`config.mk`:
```
export PLATFORM = sky130hd
export DESIGN_NAME = cdq_ring_store
export DESIGN_NICKNAME = d
export VERILOG_FILES = /design/src/rtl/cdq_pkg.sv /design/src/rtl/cdq_ring_store.sv
export SDC_FILE = /design/constraint.sdc
export NUM_CORES = 2
export LEC_CHECK = 0
export BUFFER_PORTS_ARGS = -buffer_cell sky130_fd_sc_hd__buf_2
export CORE_UTILIZATION = 52
export DETAILED_ROUTE_END_ITERATION = 6
export GPL_TIMING_DRIVEN = 0
export PLACE_DENSITY = 0.68
export SLEW_MARGIN = 15
export SYNTH_ARGS = -nofsm -noshare
export SYNTH_HDL_FRONTEND = slang
export SYNTH_SLANG_ARGS = --single-unit
```
`constraint.sdc`:
```
create_clock -name clk -period 9.5 [get_ports clk]
set_clock_uncertainty 0.1 [all_clocks]
set_input_delay 0.95 -clock clk [delete_from_list [all_inputs] [get_ports clk]]
set_output_delay 0.95 -clock clk [all_outputs]
set_load 0.02 [all_outputs]
```
`src/rtl/cdq_pkg.sv`:
```
// Shared types and request codes for the circular deque.
`default_nettype none

package cdq_pkg;

  localparam int WORD_W = 32;
  localparam int CNT_W  = 7;
  localparam int REQ_W  = 3;

  typedef logic signed [WORD_W-1:0] word_t;
  typedef logic [CNT_W-1:0]         cnt_t;
  typedef logic [REQ_W-1:0]         req_t;

  localparam req_t REQ_PUSH_FRONT = 3'd0;
  localparam req_t REQ_PUSH_BACK  = 3'd1;
  localparam req_t REQ_POP_FRONT  = 3'd2;
  localparam req_t REQ_POP_BACK   = 3'd3;
  localparam req_t REQ_QUERY      = 3'd4;

  // Reported for both ends while the deque holds nothing
  localparam word_t EMPTY_WORD = '1;

endpackage

`default_nettype wire

```
`src/rtl/cdq_ring_store.sv`:
```
// Ring store: one write port, one read port with registered read data.
`default_nettype none

module cdq_ring_store import cdq_pkg::*; #(
  parameter int DEPTH  = 64,
  parameter int ADDR_W = 6
) (
  input  logic              clk,
  input  logic              wr_en,
  input  logic [ADDR_W-1:0] wr_addr,
  input  word_t             wr_data,
  input  logic              rd_en,
  input  logic [ADDR_W-1:0] rd_addr,
  output word_t             rd_data
);

  word_t mem [DEPTH];
  word_t rd_data_r;

  always_ff @(posedge clk) begin
    if (wr_en) begin
      mem[wr_addr] <= wr_data;
    end
  end

  always_ff @(posedge clk) begin
    if (rd_en) begin
      rd_data_r <= mem[rd_addr];
    end
  end

  assign rd_data = rd_data_r;

endmodule

`default_nettype wire

```
Word level (Yosys, flattened, before mapping)
Memory sizes are Yosys's and may differ from the RTL's. A register that Yosys moved wholly into a read port is not among the register bits.
Index checks and enable logic that the tools add are counted.

cells by class
  add/sub/neg operators = 0
  multiply operators = 0
  div/mod/pow operators = 0
  magnitude comparators = 0
  equality and inequality tests = 0
  shifts and indexed selects = 0
  muxes and demuxes = 2
  bitwise gates (word level) = 0
  reduce and logical (&&, ||, !) cells = 0

operator list
  cell               count
  two-way mux 1 bit  2

storage, ports and cells
  register bits after elaboration = 0
  bits in latches = 0
  bits in writable memories = 2048
  bits in read-only memories = 0
  bits of input ports = 47
  output and inout port bits = 32
  logic and storage cells = 3
  memories kept = 1

memory list
  memory  depth  width  read ports  clocked after Yosys merged registers in  wr ports  line                  text
  mem     64     32     1           1                                        1         cdq_ring_store.sv:17  word_t mem [DEPTH];

Logic depth before layout (Yosys ltp)
  depth after elaboration = 2
  mapped depth = 10
  gate-level depth less buffers = 5

Worst setup path after synthesis
Ideal clock, no wire load.

  kind = input-to-reg
  start = input port wr_addr[3]
  end = memory mem[48][0] (netlist name), enable pin
  setup time = 461 ps
  arrival = 3649 ps
  required time = 8939 ps
  setup slack = 5290 ps
  stages on the path = 4
  buffers on the path = 1
  cell sequence = clkbuf_1 > nor2b_1 > nand4b_1 > nor3_1

RTL lines
  item             line                  text
  start, declared  cdq_ring_store.sv:10  input logic [ADDR_W-1:0] wr_addr,
  end, declared    cdq_ring_store.sv:17

No word-level cell before the write port.

==> impl_results.md <==
* Status: complete, no violations
* Seq/Total Area, Yosys at 0.7923
* Instance area at placement at 85150 µm²
* Placed wire-length estimate at around 150 mm
* Post-layout nets at approximately 3800
* Total power of the final layout at about 0.019 W
* Synth Cell Area at about 79000 µm²
* Xor-xnor portion of the synthesized cell area at 0
* Reg clk slew, reported paths at about 0.06 ns
* Hold buffer count at CTS at 0
* Synth area leader: sky130_fd_sc_hd__edfxtp_1
* Die Span Y at approximately 400 µm
* Site Rows at about 140
* Synth Area in Adders at 0
* Slew at the pin with the worst max-slew slack at 1.366 ns
* Clock Latency Late Sink at 0.83 ns
* #FFs+latches synth at 2080
* Number of global-route vias before repair at 39360
* Grt ovf at 0
* CORE AREA at between 150000 and 200000 µm²
* Crit path max fanout at 10
* Highest Clock Rate at approximately 220 MHz
* Main flop type after synthesis: sky130_fd_sc_hd__edfxtp_1
* Element type at the critical path end: flip-flop
* TritonCTS clock tree: yes
* Period Utilization, post-route at 0.4804
* Power per Cell Area at 208.3 nW/µm²
* Cell count after synthesis at roughly 3300
* Maxcap violations at 0
* Wire length of the first global-routing pass at 322.7 mm
* Data arrival time at the worst-slack endpoint at 4.97 ns
* Final antenna-violating net count at 0
* Critical Path Max Stage Delay at between 0.8 and 0.9 ns
* Min Clock Period, post-route at around 4.6 ns
* Layout cells sized above 1 at 0.3010
* Worst IR drop on VDD at 0.2200 mV
* Leakage at about 29 nW
* Fill cell count at around 10000
* Number of hold violations in the final report at 0
* Final design instance area without fill at between 90000 and 100000 µm²
* Top area cells in the synthesized netlist: sky130_fd_sc_hd__edfxtp_1, sky130_fd_sc_hd__mux4_2, sky130_fd_sc_hd__mux2i_1, sky130_fd_sc_hd__o22ai_1, sky130_fd_sc_hd__nor2_1
* Resize count post-CTS at 0
* Initial Utilization at 0.5251
* Library cell contributing the largest single delay on the critical path: sky130_fd_sc_hd__buf_1
* Simple-gate share of the synthesized area at 0.01260
* Quantity of I/O buffers inserted on ports at 70
* Count of pins on the block boundary at 79
* Crit path launch type: input port
* Number of H-tree branching levels at 4
* Fraction of met2 tracks used by global routing at 0.4701
* Setup repair after global routing missed its margin: no
* Global router's overall resource usage at 0.3168
* Total iterations of the first detailed-routing run at 6
* CP most frequent cell: sky130_fd_sc_hd__buf_2
* Setup repair bufs after CTS at 0
* Category of the most critical setup path: in2reg
* Number of antenna violations at the first check in global routing at 23
* CTS Buf Count at 201
* Layer with the highest usage after global routing: met2
* Met3 track demand over resource in global routing at 0.08794
* Sum of negative setup slack at 0 ns
* Syn Area/Cell at 23.72 µm²
* CTS sink count at 2080
* Syn. warnings at 0
* Iteration-0 DRC Markers at 7215
* CTS Buffer Depth at 3
* Via count at 40490
* Area delta synth->final at 16.21%
* Grt met1 use at 0.4374
* Distinct cell type count after synthesis at 33
* Sequence of cells on the critical path: buf_2, buf_2, buf_2, buf_1, nand3b_1, o221ai_1, a21oi_1, a21oi_1, nor2_1
* CTS Root Buffer Type: sky130_fd_sc_hd__clkbuf_16
* Dominant combinational cell family by area after synthesis: multiplexers
* Die outline area at ~150000 µm²
* Number of synthesized flops with an enable pin at roughly 2100
* Required @ worst endpoint at around 9.9 ns
* Synthesized net count at roughly 3400
* Avg Vias per Cell at 6.828
* Horizontal die dimension at about 390 µm
* Sum of routed wire length over all layers at 238.5 mm
* Remaining max-slew budget at the tightest pin at 0.08936
* Drc violations at 0
* Setup violators final at 0
* Share of async-settable or async-resettable flops after synthesis at 0
* Mux cell area share after synthesis at 0.1672
* Compound-Gate Fraction of Synth Area at 0.01666
* Pin count of the biggest net entering global routing at 65
* Portion of synthesized cell area occupied by the leading cell type at 0.7923
* Class of the tightest hold or removal check: in2reg
* Count of pins over their slew limit at 0
* Per-cell routed wire length at roughly 40 µm
* RePlAce Congestion at 0.8546
## synthesized netlist by cell type (7+ instances only)
cell type,n
sky130_fd_sc_hd__edfxtp_1,2080
sky130_fd_sc_hd__buf_1,21
sky130_fd_sc_hd__nand2b_1,8
sky130_fd_sc_hd__nor2_1,137
sky130_fd_sc_hd__o22ai_1,84
sky130_fd_sc_hd__a22oi_1,12
sky130_fd_sc_hd__buf_2,57
sky130_fd_sc_hd__a21oi_1,62
sky130_fd_sc_hd__o221ai_1,27
sky130_fd_sc_hd__clkbuf_1,74
sky130_fd_sc_hd__a311oi_1,8
sky130_fd_sc_hd__nor2b_1,15
sky130_fd_sc_hd__nand2_1,26
sky130_fd_sc_hd__nor3_1,7
sky130_fd_sc_hd__mux2i_1,93
sky130_fd_sc_hd__mux4_2,544
sky130_fd_sc_hd__buf_4,25
## state kept, by name (all words and copies together) (netlist names)
| name | count |
|---|---|
| rd_data | 32 |
| mem | 2048 |
## layout by cell type, fill, tap and decap left out, types with 62 or more instances in the layout
master	count
sky130_fd_sc_hd__a21oi_1	62
sky130_fd_sc_hd__mux4_2	544
sky130_fd_sc_hd__clkbuf_16	206
sky130_fd_sc_hd__buf_12	64
sky130_fd_sc_hd__edfxtp_1	2080
sky130_fd_sc_hd__nor2_4	62
sky130_fd_sc_hd__buf_2	110
sky130_fd_sc_hd__mux2i_1	93
sky130_fd_sc_hd__o22ai_1	84
sky130_fd_sc_hd__clkbuf_1	119
sky130_fd_sc_hd__nor2_1	75
## metrics by stage
stage / cells / worst slack, ns / hold WS (ns) / util
final: 5930 / 4.936 / 0.5671 / 0.6102
after global routing: 5920 / 5.046 / 0.5549 / 0.6101
after CTS: 5915 / 5.139 / 0.5552 / 0.6097
after detailed placement: 5542 / 4.286 / 0.9366 / 0.5671
after global placement: 5410 / 0.7453 / 0.9201 / 0.5442
after floorplan: 3324 / 5.290 / 0.6502 / -
## cell type report
type	count	area, µm²	share of cell area
Sequential cell	2080	62460	0.6818
Clock inverter	118	1044	0.01139
Tap cell	2016	2522	0.02753
Multi-Input combinational cell	1062	15970	0.1743
Timing Repair Buffer	203	3356	0.03663
Clock buffer	255	5339	0.05828
Buffer	182	892.1	0.009738
Antenna cell	14	35.03	0.0003824
## path summary, 6_finish.rpt
path	startpoint	to	slack (ns)	cells after the start
max	rd_addr[1]	rd_data[19]$_DFFE_PP_	4.94	9
min	wr_data[2]	mem[0][2]$_DFFE_PP_	0.57	1
max reg2reg	mem[3][25]$_DFFE_PP_	rd_data[25]$_DFFE_PP_	6.44	4
min reg2reg	mem[12][3]$_DFFE_PP_	rd_data[3]$_DFFE_PP_	0.96	5
## per-layer routing
metal  part of all wire  wire, µm
met5            0.00045       107
met1               0.35     84210
met2               0.45    108300
met4              0.054     12790
met3               0.14     33100
## worst max-delay path: cells and delay by family
| family | cells | cell delay [ns] |
|---|---|---|
| buffers and inverters | 4 | 2.03 |
| and+or+nand+nor | 2 | 0.78 |
| AOI/OAI and AO/OA | 3 | 1.19 |
## cell families after synthesis
kind of cell           Yosys count
AOI/OAI and AO/OA              202
buffers and inverters          182
DFF                           2080
and+or+nand+nor                223
muxes                          637
## power breakdown
group | switching (W) | internal, W | leakage, nW
clock | 0.00339 | 0.00445 | 3.11
combinational | 0.000698 | 0.000349 | 6.70
sequential | 0.0000202 | 0.0102 | 18.7
(Power assumes the default switching activity.)
